### src/button_click_qualifier_macros.svh
// Assertion macros shared by the button click qualifier RTL.
`ifndef BUTTON_CLICK_QUALIFIER_MACROS_SVH
`define BUTTON_CLICK_QUALIFIER_MACROS_SVH

// Same-cycle implication, checked on aclk, muted during reset.
`define BCQ_ASSERT_NOW(name, ante, cons, msg) \
    name: assert property (@(posedge aclk) disable iff (!aresetn) (ante) |-> (cons)) \
        else $error(msg);

// Next-cycle implication, checked on aclk, muted during reset.
`define BCQ_ASSERT_NEXT(name, ante, cons, msg) \
    name: assert property (@(posedge aclk) disable iff (!aresetn) (ante) |=> (cons)) \
        else $error(msg);

`endif

### src/bcq_pkg.sv
// Shared constants, codes and types of the button click qualifier.
`default_nettype none

package bcq_pkg;

    localparam int NBTN      = 3;
    localparam int TICK_BITS = 16;
    localparam int WIN_BITS  = 16;
    localparam int POS_BITS  = 16;

    localparam logic [WIN_BITS-1:0] WINDOW_RESET = 16'd500;

    // Item kinds carried in tuser
    localparam logic [2:0] KIND_BUTTON = 3'd0;
    localparam logic [2:0] KIND_CLEAR  = 3'd1;
    localparam logic [2:0] KIND_POS    = 3'd2;
    localparam logic [2:0] KIND_SCROLL = 3'd3;
    localparam logic [2:0] KIND_TICK   = 3'd4;

    // Button indexes
    localparam logic [1:0] BTN_LEFT  = 2'd0;
    localparam logic [1:0] BTN_RIGHT = 2'd1;
    localparam logic [1:0] BTN_MID   = 2'd2;

    localparam int S_DATA_BITS = 40;
    localparam int M_DATA_BITS = 48;

    // Command to one button tracker for the item being processed
    typedef struct packed {
        logic report;
        logic is_down;
        logic clear;
        logic clear_pressed;
        logic clear_released;
        logic clear_held;
        logic tick;
    } bcq_btn_cmd_t;

    // Flags of one button after the item, plus a cursor capture request
    typedef struct packed {
        logic held;
        logic pressed;
        logic released;
        logic double_click;
        logic capture;
    } bcq_btn_flags_t;

endpackage

`default_nettype wire

### src/button_click_qualifier.sv
// Top level of the button click qualifier: stream ports, shared cursor state, result register.
//
// Usage:
//   Input stream (s_*): one transaction per pointer event. s_tuser carries the
//   event kind (button report, clear, position, scroll, tick); s_tdata the
//   event fields. Every input transaction yields exactly one output
//   transaction (m_*) carrying the button masks, scroll flags and cursor as
//   they stand after that event.
//   Configuration: pulse cfg_we with cfg_wdata to set the double-click window
//   in ticks; write only while no transaction is in flight.
//   Path: a transaction goes from s_* through the input register and the
//   result register to m_*. Throughput: one transaction per cycle while
//   m_tready stays high; the pace is set by the single pass from the input
//   register through the per-button update logic into the result register.
//   Stall: while m_tready is low the result holds, the input register keeps
//   one more transaction, and s_tready drops once both are full.
//   Reset: aresetn (synchronous, active low) empties both registers, clears
//   all flags, counters and cursor, sets the stored click position to -1 and
//   the window to 500 ticks.
`default_nettype none
`include "button_click_qualifier_macros.svh"

module button_click_qualifier
    import bcq_pkg::*;
(
    input  wire logic                    aclk,
    input  wire logic                    aresetn,
    // Configuration: double-click window
    input  wire logic                    cfg_we,
    input  wire logic [WIN_BITS-1:0]     cfg_wdata,
    // Input stream
    input  wire logic                    s_tvalid,
    output logic                         s_tready,
    // [1:0] button, [2] is_down, [3] clear_pressed, [4] clear_released,
    // [5] clear_held, [21:6] pos_x, [37:22] pos_y, [38] wheel_up,
    // [39] wheel_down
    input  wire logic [S_DATA_BITS-1:0]  s_tdata,
    // [2:0] kind
    input  wire logic [2:0]              s_tuser,
    // Result stream
    output logic                         m_tvalid,
    input  wire logic                    m_tready,
    // [2:0] held_mask, [5:3] pressed_mask, [8:6] released_mask,
    // [11:9] double_mask, [12] scrolled_up, [13] scrolled_down,
    // [29:14] cursor_x, [45:30] cursor_y, [47:46] zero
    output logic [M_DATA_BITS-1:0]       m_tdata
);

    // Input register
    logic                   in_valid_reg;
    logic [S_DATA_BITS-1:0] in_data_reg;
    logic [2:0]             in_kind_reg;

    // Result register
    logic                   out_valid_reg;
    logic [M_DATA_BITS-1:0] out_data_reg, out_data_next;

    // Shared state
    logic [WIN_BITS-1:0] window_reg;
    logic [POS_BITS-1:0] click_x_reg, click_x_next;
    logic [POS_BITS-1:0] click_y_reg, click_y_next;
    logic [POS_BITS-1:0] cur_x_reg, cur_x_next;
    logic [POS_BITS-1:0] cur_y_reg, cur_y_next;
    logic                up_reg, up_next;
    logic                down_reg, down_next;

    // Decoded input fields
    logic [1:0]          f_button;
    logic                f_is_down;
    logic                f_clear_pressed;
    logic                f_clear_released;
    logic                f_clear_held;
    logic [POS_BITS-1:0] f_pos_x;
    logic [POS_BITS-1:0] f_pos_y;
    logic                f_wheel_up;
    logic                f_wheel_down;

    logic                advance;
    logic                fire;
    logic [1:0]          btn_sel;
    logic                is_report, is_clear, is_pos, is_scroll, is_tick;
    logic                pos_match;
    logic                any_capture;

    bcq_btn_cmd_t        cmd   [NBTN];
    bcq_btn_flags_t      flags [NBTN];
    logic [NBTN-1:0]     held_mask, pressed_mask, released_mask, double_mask;

    assign f_button         = in_data_reg[1:0];
    assign f_is_down        = in_data_reg[2];
    assign f_clear_pressed  = in_data_reg[3];
    assign f_clear_released = in_data_reg[4];
    assign f_clear_held     = in_data_reg[5];
    assign f_pos_x          = in_data_reg[21:6];
    assign f_pos_y          = in_data_reg[37:22];
    assign f_wheel_up       = in_data_reg[38];
    assign f_wheel_down     = in_data_reg[39];

    // Advance the pipe whenever the result slot is free or being drained
    assign advance  = !out_valid_reg || m_tready;
    assign fire     = in_valid_reg && advance;
    assign s_tready = !in_valid_reg || advance;

    // Decode the event kind; unused kinds change nothing
    always_comb begin
        is_report = 1'b0;
        is_clear  = 1'b0;
        is_pos    = 1'b0;
        is_scroll = 1'b0;
        is_tick   = 1'b0;
        unique case (in_kind_reg)
            KIND_BUTTON: is_report = 1'b1;
            KIND_CLEAR:  is_clear  = 1'b1;
            KIND_POS:    is_pos    = 1'b1;
            KIND_SCROLL: is_scroll = 1'b1;
            KIND_TICK:   is_tick   = 1'b1;
            default:     ;
        endcase
    end

    // Map button index three onto the middle button
    always_comb begin
        unique case (f_button)
            BTN_LEFT:  btn_sel = BTN_LEFT;
            BTN_RIGHT: btn_sel = BTN_RIGHT;
            default:   btn_sel = BTN_MID;
        endcase
    end

    assign pos_match = (click_x_reg == cur_x_reg) && (click_y_reg == cur_y_reg);

    genvar gi;
    generate
        for (gi = 0; gi < NBTN; gi++) begin : g_btn
            assign cmd[gi].report         = is_report && (btn_sel == 2'(gi));
            assign cmd[gi].is_down        = f_is_down;
            assign cmd[gi].clear          = is_clear;
            assign cmd[gi].clear_pressed  = f_clear_pressed;
            assign cmd[gi].clear_released = f_clear_released;
            assign cmd[gi].clear_held     = f_clear_held;
            assign cmd[gi].tick           = is_tick;

            bcq_button u_button (
                .aclk       (aclk),
                .aresetn    (aresetn),
                .fire       (fire),
                .cmd        (cmd[gi]),
                .window     (window_reg),
                .pos_match  (pos_match),
                .flags_next (flags[gi])
            );

            assign held_mask[gi]     = flags[gi].held;
            assign pressed_mask[gi]  = flags[gi].pressed;
            assign released_mask[gi] = flags[gi].released;
            assign double_mask[gi]   = flags[gi].double_click;
        end
    endgenerate

    // Only the reported button can request a capture
    assign any_capture = flags[0].capture || flags[1].capture || flags[2].capture;

    always_comb begin
        click_x_next = click_x_reg;
        click_y_next = click_y_reg;
        cur_x_next   = cur_x_reg;
        cur_y_next   = cur_y_reg;
        up_next      = up_reg;
        down_next    = down_reg;
        // Store the cursor seen at the release that opens a wait
        if (any_capture) begin
            click_x_next = cur_x_reg;
            click_y_next = cur_y_reg;
        end
        if (is_pos) begin
            cur_x_next = f_pos_x;
            cur_y_next = f_pos_y;
        end
        if (is_scroll) begin
            up_next   = f_wheel_up;
            down_next = f_wheel_down;
        end
        // Drop both scroll flags on a clear
        if (is_clear) begin
            up_next   = 1'b0;
            down_next = 1'b0;
        end
    end

    assign out_data_next = {2'b00, cur_y_next, cur_x_next, down_next, up_next,
                            double_mask, released_mask, pressed_mask, held_mask};

    // Input register: load on every accepted transaction, empty when it moves on
    always_ff @(posedge aclk) begin
        if (!aresetn) begin
            in_valid_reg <= 1'b0;
        end else if (s_tready) begin
            in_valid_reg <= s_tvalid;
        end
    end

    always_ff @(posedge aclk) begin
        if (s_tvalid && s_tready) begin
            in_data_reg <= s_tdata;
            in_kind_reg <= s_tuser;
        end
    end

    // Result register
    always_ff @(posedge aclk) begin
        if (!aresetn) begin
            out_valid_reg <= 1'b0;
        end else if (advance) begin
            out_valid_reg <= in_valid_reg;
        end
    end

    always_ff @(posedge aclk) begin
        if (fire) begin
            out_data_reg <= out_data_next;
        end
    end

    // Shared state and configuration
    always_ff @(posedge aclk) begin
        if (!aresetn) begin
            window_reg  <= WINDOW_RESET;
            click_x_reg <= '1;
            click_y_reg <= '1;
            cur_x_reg   <= '0;
            cur_y_reg   <= '0;
            up_reg      <= 1'b0;
            down_reg    <= 1'b0;
        end else begin
            if (cfg_we) begin
                window_reg <= cfg_wdata;
            end
            if (fire) begin
                click_x_reg <= click_x_next;
                click_y_reg <= click_y_next;
                cur_x_reg   <= cur_x_next;
                cur_y_reg   <= cur_y_next;
                up_reg      <= up_next;
                down_reg    <= down_next;
            end
        end
    end

    assign m_tvalid = out_valid_reg;
    assign m_tdata  = out_data_reg;

    `BCQ_ASSERT_NOW(a_ready_when_result_free, !out_valid_reg, s_tready, "input stalled with free result slot")
    `BCQ_ASSERT_NEXT(a_fire_fills_result, fire, out_valid_reg, "processed transaction lost")
    `BCQ_ASSERT_NEXT(a_clear_drops_double, fire && is_clear, (m_tdata[11:9] == 3'b000) && (m_tdata[13:12] == 2'b00), "clear left double or scroll flags set")

endmodule

`default_nettype wire

### src/bcq_button.sv
// Per-button state tracker: held/pressed/released flags and double-click timing.
`default_nettype none

module bcq_button
    import bcq_pkg::*;
(
    input  wire logic                 aclk,
    input  wire logic                 aresetn,
    input  wire logic                 fire,
    input  wire bcq_btn_cmd_t         cmd,
    input  wire logic [WIN_BITS-1:0]  window,
    input  wire logic                 pos_match,
    output bcq_btn_flags_t            flags_next
);

    localparam int CMP_BITS = (TICK_BITS > WIN_BITS) ? TICK_BITS : WIN_BITS;
    localparam logic [TICK_BITS-1:0] TICK_MAX = '1;

    logic held_reg, held_next;
    logic pressed_reg, pressed_next;
    logic lock_reg, lock_next;
    logic released_reg, released_next;
    logic double_reg, double_next;
    logic waiting_reg, waiting_next;
    logic allowed_reg, allowed_next;
    logic [TICK_BITS-1:0] ticks_reg, ticks_next;

    logic [CMP_BITS-1:0] ticks_ext;
    logic [CMP_BITS-1:0] window_ext;
    logic                capture;

    assign ticks_ext  = CMP_BITS'(ticks_reg);
    assign window_ext = CMP_BITS'(window);

    always_comb begin
        held_next     = held_reg;
        pressed_next  = pressed_reg;
        lock_next     = lock_reg;
        released_next = released_reg;
        double_next   = double_reg;
        waiting_next  = waiting_reg;
        allowed_next  = allowed_reg;
        ticks_next    = ticks_reg;
        capture       = 1'b0;

        if (cmd.report) begin
            held_next     = cmd.is_down;
            released_next = !cmd.is_down;
            lock_next     = cmd.is_down;
            if (!lock_reg) begin
                pressed_next = cmd.is_down;
            end
            if (!cmd.is_down) begin
                if (allowed_reg) begin
                    waiting_next = 1'b1;
                    capture      = 1'b1;
                end else begin
                    allowed_next = 1'b1;
                end
                ticks_next = '0;
            end else if (pressed_next && waiting_reg) begin
                if ((ticks_ext < window_ext) && pos_match) begin
                    double_next = 1'b1;
                end
                waiting_next = 1'b0;
                allowed_next = 1'b0;
            end
        end else if (cmd.clear) begin
            if (cmd.clear_pressed) begin
                pressed_next = 1'b0;
            end
            if (cmd.clear_released) begin
                released_next = 1'b0;
            end
            if (cmd.clear_held) begin
                held_next = 1'b0;
            end
            double_next = 1'b0;
            if (ticks_ext > window_ext) begin
                waiting_next = 1'b0;
            end
        end else if (cmd.tick) begin
            if (ticks_reg != TICK_MAX) begin
                ticks_next = ticks_reg + 1'b1;
            end
        end
    end

    always_ff @(posedge aclk) begin
        if (!aresetn) begin
            held_reg     <= 1'b0;
            pressed_reg  <= 1'b0;
            lock_reg     <= 1'b0;
            released_reg <= 1'b0;
            double_reg   <= 1'b0;
            waiting_reg  <= 1'b0;
            allowed_reg  <= 1'b1;
            ticks_reg    <= '0;
        end else if (fire) begin
            held_reg     <= held_next;
            pressed_reg  <= pressed_next;
            lock_reg     <= lock_next;
            released_reg <= released_next;
            double_reg   <= double_next;
            waiting_reg  <= waiting_next;
            allowed_reg  <= allowed_next;
            ticks_reg    <= ticks_next;
        end
    end

    assign flags_next.held         = held_next;
    assign flags_next.pressed      = pressed_next;
    assign flags_next.released     = released_next;
    assign flags_next.double_click = double_next;
    assign flags_next.capture      = capture;

endmodule

`default_nettype wire
### config.mk
export PLATFORM = sky130hd
export DESIGN_NAME = button_click_qualifier
export DESIGN_NICKNAME = d
export VERILOG_FILES = /design/src/bcq_pkg.sv /design/src/button_click_qualifier.sv /design/src/bcq_button.sv
export VERILOG_INCLUDE_DIRS = /design/src /design/src/src
export SDC_FILE = /design/constraint.sdc
export NUM_CORES = 1
export LEC_CHECK = 0
export ABC_AREA = 1
export BUFFER_PORTS_ARGS = -buffer_cell sky130_fd_sc_hd__clkbuf_2
export CAP_MARGIN = 5
export CORE_MARGIN = 2
export CORE_UTILIZATION = 42
export DETAILED_ROUTE_END_ITERATION = 10
export GPL_TIMING_DRIVEN = 0
export SLEW_MARGIN = 0
export SYNTH_ARGS = -nofsm -noshare
export SYNTH_HDL_FRONTEND = slang
export SYNTH_HIERARCHICAL = 1
export SYNTH_SLANG_ARGS = --single-unit
### constraint.sdc
create_clock -name aclk -period 5.2 [get_ports aclk]
set_input_delay 1.04 -clock aclk [delete_from_list [all_inputs] [get_ports aclk]]
set_output_delay 1.04 -clock aclk [all_outputs]
set_load 0.1 [all_outputs]
==> results.sh, run 1 <==
export IMPL_avgSynthCellArea_um2=8.21
export IMPL_worstHoldStart="g_btn[2].u_button/allowed_reg"
export IMPL_crit_end="g_btn[0].u_button/ticks_ext[1]"
export IMPL_crit_type="primary input to register"
export IMPL_rsz0062_at_grt="no"
export IMPL_firstDrtPassIters=5
export IMPL_relSlewSlack_pct=38.0
export IMPL_start_kind="primary input"
export IMPL_holdWs_ps=479
export IMPL_skew_ps=8.49
export IMPL_antenna_diode_count=0
export IMPL_finalHoldViolCount=0
export IMPL_worst_path_max_fanout=54
export IMPL_fp_row_count=63
export IMPL_die_w_um=177
export IMPL_min_period_ps=3020
export IMPL_yosys_top_cells_area="dfxtp_1 24%, edfxtp_1 21%, nand2_1 11%"
export IMPL_start_util_pct=42.5
export IMPL_startpoint="m_tready"
export IMPL_finalMaxSlewViolations=0
export IMPL_dp_final_hpwl_mm=21.4
export IMPL_r2r_slack_ps=2340
export IMPL_rr_startpoint="in_kind_reg[1]"
export IMPL_endpoint_kind="register"
export IMPL_ant_nets=0
export IMPL_cts_root_buf="clkbuf_16"
export IMPL_largest_reg_flops=48
export IMPL_yosysTopAreaCellShare_pct=24.4
export IMPL_stdcell_count=2081
export IMPL_ys_flop_type="dfxtp_1"
export IMPL_p_per_area_mw_per_mm2=314
export IMPL_pwr_share_clk_pct=42.1
export IMPL_clkTransAtPathRegs_ps=60
export IMPL_io_pins=114
export IMPL_syn_to_final_growth_pct=15.7
export IMPL_cts_setup_buffers=0
export IMPL_routed_top_layer="met4"
export IMPL_yosysTopAreaCell="dfxtp_1"
export IMPL_htreeDepth=1
export IMPL_final_cell_mix="355 x nand2_1, 220 x inv_1, 166 x nor2_1, 153 x dfxtp_1, 113 x clkbuf_2"
export IMPL_p_int_mw=3.37
export IMPL_reg2regPathDepth=9
export IMPL_numCtsBuffers=27
export IMPL_core_area_mm2=0.0296
export IMPL_antenna_found_initial=0
export IMPL_synth_distinct_cells=42
export IMPL_place_congestion=0.851
export IMPL_tightest_slew_ps=925
export IMPL_ys_seq_elements=242
export IMPL_cts_sinks=242
export IMPL_hold_class="register to register"
export IMPL_drv_cap=0
export IMPL_power_switching_mw=1.20
export IMPL_synth_area_mm2=0.0126
export IMPL_drc_errors=0
export IMPL_grt_pass1_vias=9548
export IMPL_wl_per_cell_um=14.0
export IMPL_grt_ovfl_total=0
export IMPL_nFillCells=2916
export IMPL_via_per_inst=4.78
export IMPL_cts_tree="yes"
export IMPL_synth_seq_area_share_pct=45.7
export IMPL_die_y_um=177
export IMPL_wl_mm=29.1
export IMPL_drive_gt1_share_pct=20.3
export IMPL_grt_max_degree=55
export IMPL_final_common_cell="nand2_1"
export IMPL_die_area_mm2=0.0313
export IMPL_final_period_utilization_pct=58.1
export IMPL_synthCells=1529
export IMPL_switching_share_pct=26.2
export IMPL_grtUsageTotal_pct=19.0
export IMPL_status="finished, final reports clean"
export IMPL_port_buffers=111
export IMPL_wl_met1_mm=13.8
export IMPL_cts_resized=0
export IMPL_routed_wl_met3_mm=1.19
export IMPL_synthArstFlopShare_pct=0
export IMPL_cp_required_ps=5680
export IMPL_synth_warning_count=6
export IMPL_cts_hold_buf=0
export IMPL_clock_path_buffers=3
export IMPL_setup_viol=0
export IMPL_p_leak_nw=6.98
export IMPL_comb_power_share_pct=11.7
export IMPL_final_nets=1786
export IMPL_crit_arrival_ps=3500
export IMPL_first_iter_violations=522
export IMPL_max_clock_freq_mhz=331
export IMPL_clk_latency_ps=540
export IMPL_grt_pass1_wl_mm=48.0
export IMPL_timing_rr_end="g_btn[0].u_button/ticks_ext[1]"
export IMPL_irDropWorstVdd_mv=0.215
export IMPL_vias=9951
export IMPL_synth_edf_count=89
export IMPL_seqPwrFrac_pct=46.2
export IMPL_fin_setup_tns_ps=0
export IMPL_dp_cells=2032
export IMPL_met2_length_mm=13.5
-- synth_stat cells, types with 2 or more instances --
cell / number
a211oi_2: 3
nor3_4: 3
nand4_1: 18
xnor2_1: 3
mux2_2: 3
o21bai_1: 3
nor2_2: 26
nand3_2: 3
a21o_1: 3
edfxtp_1: 89
nor3_1: 11
clkbuf_2: 2
o21ai_4: 3
o211ai_2: 32
nand3b_1: 3
buf_6: 16
nand2_2: 11
nor2_1: 167
ha_1: 51
nand2_1: 355
inv_1: 221
dfxtp_1: 153
buf_4: 20
xor2_1: 18
clkbuf_1: 13
a21oi_2: 44
a31oi_1: 4
o221ai_1: 3
a21boi_4: 3
o21ai_0: 42
buf_2: 11
o21ai_1: 32
inv_2: 7
nand3_1: 53
nor2_4: 2
a21oi_1: 92
-- worst max-delay path: stages --
cell and delay, ps:
clkbuf_2 90, inv_2 30, nand2_2 60, nand2_2 100, buf_6 170, inv_6 410, buf_2 300, inv_1 110
a211oi_2 350, a21boi_4 360, buf_4 230, nand3_1 100, a21oi_2 120
-- area by class of cell --
cell class	count	area, µm²	area share [%]
Buffer	62	444	3.06
Clock buffer	34	722	4.97
Clock inverter	15	169	1.16
Inverter	230	868	5.98
Multi-Input combinational cell	996	5520	38.0
Sequential cell	242	5740	39.5
Tap cell	390	488	3.36
Timing Repair Buffer	112	576	3.96
-- metal layers --
layer | global-route usage, % | up-vias
met3 | 2.41 | 43
met1 | 25.4 | 4505
met5 | 0 | -
met2 | 32.6 | 188
li1 | - | 5215
met4 | 4.48 | 0
-- power groups by stage --
stage	sequential (mW)	combinational [mW]	clock (mW)
after detailed placement	2.15	0.538	0
after global routing	2.12	0.591	2.05
after global placement	2.15	0.529	0
after CTS	2.11	0.540	1.98
final	2.11	0.535	1.92
after floorplan	2.28	0.267	0
-- worst min path at each step --
| stage | cells past startpoint | slack, ps | end |
|---|---|---|---|
| floorplan | 2 | 450 | g_btn[0].u_button/allowed_reg |
| CTS | 2 | 480 | g_btn[2].u_button/allowed_reg |
| global route | 2 | 500 | g_btn[2].u_button/allowed_reg |
| global placement | 2 | 470 | g_btn[1].u_button/waiting_reg |
| finish | 2 | 480 | g_btn[2].u_button/allowed_reg |
| detailed placement | 2 | 470 | g_btn[2].u_button/allowed_reg |
-- stage by stage --
step	setup slack, ps	cell area [µm²]	util [%]	power (mW)
6_report	2180	14500	49.1	4.57
5_1_grt	2000	14500	49.1	4.76
4_1_cts	2170	14500	49.1	4.63
3_5_place_dp	1600	13600	46.1	2.69
3_3_place_gp	1630	13600	46.0	2.68
2_1_floorplan	1900	12600	-	2.55
-- kinds of logic (layout without fill, tap and decap cells) --
family,after synthesis,in the layout,share of synthesized area [%]
other cells,1,2,0.0299
compound gates,266,266,15.0
flops,242,242,45.7
simple gates,653,653,22.0
fa+ha+maj,51,51,5.08
mux,3,3,0.269
buf+inv,292,453,10.5
xor+xnor,21,21,1.46
(Power assumes the default switching activity.)
==> inputs of run 2 (changes only) <==
==> constraint.sdc (replaced) <==
create_clock -name aclk -period 2.6 [get_ports aclk]
set_input_delay 0.52 -clock aclk [delete_from_list [all_inputs] [get_ports aclk]]
set_output_delay 0.52 -clock aclk [all_outputs]
set_load 0.1 [all_outputs]
==> run 2 against run 1 <==
Against the previous run:
- register-to-register slack worse by 2200 ps
- design area grew 1.1%
- clock power is 100% higher
- wire length is 1.9% higher
- critical path depth is 2 lower
- via count grew 1.4%
- cell count rose by 0.53%
- combinational power is 100% higher
- clock-buffer cell count grew 6
- clock skew increased by 14 ps
- core utilization up 0.54 points
==> results.sh, run 2 (same netlist as run 1, synthesis figures left out) <==
export IMPL_fin_util_pct=49.7
export IMPL_die_area_mm2=0.0313
export IMPL_drc_errors=0
export IMPL_postLayoutSetupSlackWorst_ps=152
export IMPL_htreeDepth=1
export IMPL_crit_arrival_ps=2920
export IMPL_dp_final_hpwl_mm=21.7
export IMPL_relSlewSlack_pct=42.7
export IMPL_grt_max_degree=55
export IMPL_finalHoldViolCount=0
export IMPL_io_pins=114
export IMPL_wl_per_cell_um=14.2
export IMPL_p_per_area_mw_per_mm2=628
export IMPL_syn_to_final_growth_pct=16.9
export IMPL_finalMaxSlewViolations=0
export IMPL_core_area_mm2=0.0296
export IMPL_drv_cap=0
export IMPL_vias=10092
export IMPL_cts_root_buf="clkbuf_16"
export IMPL_via_per_inst=4.82
export IMPL_die_w_um=177
export IMPL_crit_type="register to register"
export IMPL_grt_pass1_wl_mm=48.3
export IMPL_p_leak_nw=7.05
export IMPL_min_period_ps=2450
export IMPL_final_common_cell="nand2_1"
export IMPL_final_cell_mix="354 x nand2_1, 220 x inv_1, 163 x nor2_1, 152 x dfxtp_1, 113 x clkbuf_2"
export IMPL_first_iter_violations=527
export IMPL_numCtsBuffers=28
export IMPL_irDropWorstVdd_mv=0.546
export IMPL_status="finished, final reports clean"
export IMPL_antenna_diode_count=0
export IMPL_rsz0062_at_grt="no"
export IMPL_nFillCells=2860
export IMPL_ant_nets=0
export IMPL_cp_required_ps=3080
export IMPL_start_util_pct=42.5
export IMPL_start_kind="register"
export IMPL_grtUsageTotal_pct=19.2
export IMPL_largest_reg_flops=48
export IMPL_cts_tree="yes"
export IMPL_cts_sinks=242
export IMPL_final_nets=1795
export IMPL_skew_ps=22.1
export IMPL_worst_path_max_fanout=54
export IMPL_port_buffers=111
export IMPL_dp_cells=2032
export IMPL_place_ws_ps=-479
export IMPL_drive_gt1_share_pct=21.2
export IMPL_clkTransAtPathRegs_ps=60
export IMPL_stdcell_count=2092
export IMPL_firstDrtPassIters=5
export IMPL_grt_ovfl_total=0
export IMPL_die_y_um=177
export IMPL_max_clock_freq_mhz=409
export IMPL_grt_pass1_vias=9590
export IMPL_endpoint_kind="register"
export IMPL_wl_mm=29.6
export IMPL_hold_class="primary input to register"
export IMPL_clock_path_buffers=3
export IMPL_setup_viol=0
export IMPL_final_period_utilization_pct=94.1
export IMPL_fp_row_count=63
export IMPL_antenna_found_initial=0
export IMPL_place_congestion=0.846
export IMPL_tightest_slew_ps=855
export IMPL_clk_latency_ps=550
## run 2: changes by cell type in the layout (fill, tap and decap cells not counted), moves of 2 or more
cell / change
buf_4: +7
nor2_4: +2
nor2_1: -3
inv_6: -2
clkbuf_1: +4
clkinv_1: -4
## run 2: repair_timing
item                       4_1_cts  5_1_grt
pin swaps                        1        2
setup endpoints to repair       69       66
hold endpoints to repair         0        0
hold buffers                     0        0
gates resized for setup          4        9
setup buffers                    1        7
gates cloned                     0        0
## run 2: stage by stage
step / hold slack (ps) / cell area, µm² / power (mW) / setup TNS (ps)
floorplan: 449 / 12600 / 5.10 / 0
global placement: 465 / 13600 / 5.36 / -21710
finish: 142 / 14700 / 9.22 / 0
global route: 120 / 14700 / 9.61 / 0
detailed placement: 469 / 13600 / 5.38 / -23500
CTS: 120 / 14600 / 9.32 / -18.0
## run 2: final timing paths
kind | start | to | slack (ps) | cells after the start
worst min-delay path | s_tdata[22] | in_data_reg[22] | 140 | 1
worst max register to register | m_tvalid | g_btn[1].u_button/ticks_ext[1] | 150 | 11
worst max-delay path | m_tvalid | g_btn[1].u_button/ticks_ext[1] | 150 | 11
worst min register to register | g_btn[2].u_button/allowed_reg | g_btn[2].u_button/allowed_reg | 470 | 2
## run 2: power breakdown
| part | internal, mW | total, mW | switching (mW) |
|---|---|---|---|
| combinational | 0.289 | 1.09 | 0.796 |
| sequential | 4.11 | 4.22 | 0.109 |
| clock | 2.36 | 3.91 | 1.55 |
| total | 6.77 | 9.22 | 2.46 |
## run 2: cell type report
class	instances	area (µm²)	area share, %
clock buffer	40	776	5.28
multi-input combinational	996	5560	37.9
timing repair buffer	120	648	4.41
tap	390	488	3.32
clock inverter	12	144	0.980
sequential	242	5740	39.1
buffer	62	444	3.03
inverter	230	882	6.01
## run 2: critical path: stages, from the launching register on
cell      delay [ps]
dfxtp_2          340
nand2_2           80
nand2_2           90
buf_6            180
inv_16           220
buf_2            250
inv_1            100
a211oi_2         290
a21boi_4         350
buf_4            230
nand3_1           90
a21oi_2          110
## run 2: routing by layer
metal  track usage (%)  share of wire [%]  up-vias
met5                 0                  0        -
li1                  -                  -     5240
met3              2.36                3.7       49
met2              33.5                 47      188
met1              25.0                 46     4615
met4              5.34                2.5        0
==> inputs of run 3 (changes only) <==
==> constraint.sdc (replaced) <==
create_clock -name aclk -period 2.6 [get_ports aclk]
set_input_delay 0.26 -clock aclk [delete_from_list [all_inputs] [get_ports aclk]]
set_output_delay 0.26 -clock aclk [all_outputs]
set_load 0.1 [all_outputs]
==> run 3 against run 2 <==
Against the previous run:
- worst setup slack gained 30 ps
- wire length up 2.4%
- design area rose by 4.3%
- global-route usage up 0.42 points
- die area did not move
- cell count is 3.1% higher
- critical path type unchanged
- critical endpoint is now click_x_reg[13]
- largest power group unchanged
- clock power is essentially flat
- sequential power about the same
- sequential share of layout area is 1.6 points lower
- flip-flop and latch count stayed put
- register-to-register slack better by 30 ps
- clock skew barely moved
==> results.sh, run 3 (same netlist as run 1, synthesis figures left out) <==
export IMPL_htreeDepth=1
export IMPL_firstDrtPassIters=4
export IMPL_place_ws_ps=-278
export IMPL_status="finished, final reports clean"
export IMPL_clk_latency_ps=550
export IMPL_final_common_cell="nand2_1"
export IMPL_finalHoldViolCount=0
export IMPL_grtUsageTotal_pct=19.6
export IMPL_vias=10352
export IMPL_grt_pass1_vias=9844
export IMPL_postLayoutSetupSlackWorst_ps=182
export IMPL_die_area_mm2=0.0313
export IMPL_die_w_um=177
export IMPL_wl_mm=30.3
export IMPL_final_nets=1859
export IMPL_relSlewSlack_pct=42.3
export IMPL_core_area_mm2=0.0296
export IMPL_place_congestion=0.846
export IMPL_grt_ovfl_total=0
export IMPL_cp_required_ps=2990
export IMPL_fp_row_count=63
export IMPL_cts_tree="yes"
export IMPL_max_clock_freq_mhz=414
export IMPL_grt_pass1_wl_mm=49.4
export IMPL_final_cell_mix="354 x nand2_1, 220 x inv_1, 163 x nor2_1, 152 x dfxtp_1, 113 x clkbuf_2"
export IMPL_numCtsBuffers=28
export IMPL_endpoint_kind="register"
export IMPL_start_kind="register"
export IMPL_crit_type="register to register"
export IMPL_antenna_found_initial=0
export IMPL_finalMaxSlewViolations=0
export IMPL_cts_root_buf="clkbuf_16"
export IMPL_stdcell_count=2156
export IMPL_port_buffers=111
export IMPL_crit_arrival_ps=2800
export IMPL_syn_to_final_growth_pct=22.0
export IMPL_wl_per_cell_um=14.1
export IMPL_grt_max_degree=55
export IMPL_irDropWorstVdd_mv=0.548
export IMPL_nFillCells=2800
export IMPL_first_iter_violations=570
export IMPL_die_y_um=177
export IMPL_drv_cap=0
export IMPL_ant_nets=0
export IMPL_rsz0062_at_grt="no"
export IMPL_drive_gt1_share_pct=20.6
export IMPL_via_per_inst=4.80
export IMPL_ff_latch_area_mm2=0.00574
export IMPL_multi_input_area_mm2=0.00556
export IMPL_dp_final_hpwl_mm=21.7
export IMPL_p_leak_nw=7.32
export IMPL_hold_class="primary input to register"
export IMPL_p_per_area_mw_per_mm2=607
export IMPL_start_util_pct=42.5
export IMPL_skew_ps=22.5
export IMPL_clkTransAtPathRegs_ps=60
export IMPL_final_period_utilization_pct=93.0
export IMPL_io_pins=114
export IMPL_cts_sinks=242
export IMPL_clock_path_buffers=3
export IMPL_tightest_slew_ps=861
export IMPL_worst_path_max_fanout=10
export IMPL_largest_reg_flops=48
export IMPL_total_power_mw=9.30
export IMPL_setup_viol=0
export IMPL_drc_errors=0
export IMPL_min_period_ps=2420
export IMPL_dp_cells=2032
export IMPL_antenna_diode_count=0
run 3: cell count changes in the layout (fill, tap and decap cells not counted):
cell / delta
buf_4: +2
dlygate4sd3_1: +62
run 3: per-layer routing:
metal	global-route usage [%]	up-vias	wire length [µm]
met3	2.32	49	1170
met5	0	-	0
li1	-	5367	-
met1	25.3	4739	13900
met4	5.34	0	765
met2	34.6	197	14500
run 3: area by class of cell:
| type | count | share of cell area [%] |
|---|---|---|
| multi-input cells | 996 | 36.3 |
| repair buffers | 184 | 8.38 |
| well taps | 390 | 3.19 |
| clock inverters | 12 | 0.939 |
| clock buffers | 40 | 5.06 |
| flip-flops and latches | 242 | 37.5 |
| inverters | 230 | 5.76 |
| plain buffers | 62 | 2.90 |
run 3: path summary, 6_finish.rpt:
kind                                      start                             to  slack [ps]  cells past startpoint
setup reg to reg                 in_kind_reg[1]                click_x_reg[13]         180                     13
setup / recovery                 in_kind_reg[1]                click_x_reg[13]         180                     13
hold reg to reg   g_btn[2].u_button/allowed_reg  g_btn[2].u_button/allowed_reg         470                      2
hold / removal                           cfg_we                 window_reg[10]          90                      3
run 3: stage by stage:
stage          utilization [%]  cell area, µm²  setup TNS, ps  hold slack (ps)
2_1_floorplan                -           12600              0              359
6_report                  51.8           15300              0             92.8
3_3_place_gp              46.1           13600         -12380              438
5_1_grt                   51.8           15300              0             88.9
3_5_place_dp              46.2           13600         -13100              439
4_1_cts                   51.4           15200          -18.0             69.9
run 3: critical path: stages, from the launching register on:
cell	delay, ps
edfxtp_1	510
nor2_2	160
nand2_2	130
nor3_4	290
inv_4	130
nor2_1	170
inv_1	100
nor2_1	120
buf_4	130
o31ai_4	70
buf_12	160
buf_6	140
nand2_1	70
o211ai_2	70
run 3: timing repair:
| item | 4_1_cts | 5_1_grt |
|---|---|---|
| setup buffers | 1 | 9 |
| resized for setup | 4 | 9 |
| setup endpoints to repair | 69 | 66 |
| pin swaps | 1 | 2 |
| hold buffers | 62 | 0 |
| endpoints found under the hold margin | 61 | 0 |
run 3: power by group:
group          internal (mW)  total (mW)  switching [mW]  leakage (nW)
logic                  0.350        1.16           0.812          4.77
registers               4.11        4.22           0.109          2.11
clock network           2.36        3.91            1.55         0.445
total                   6.83        9.30            2.47          7.32
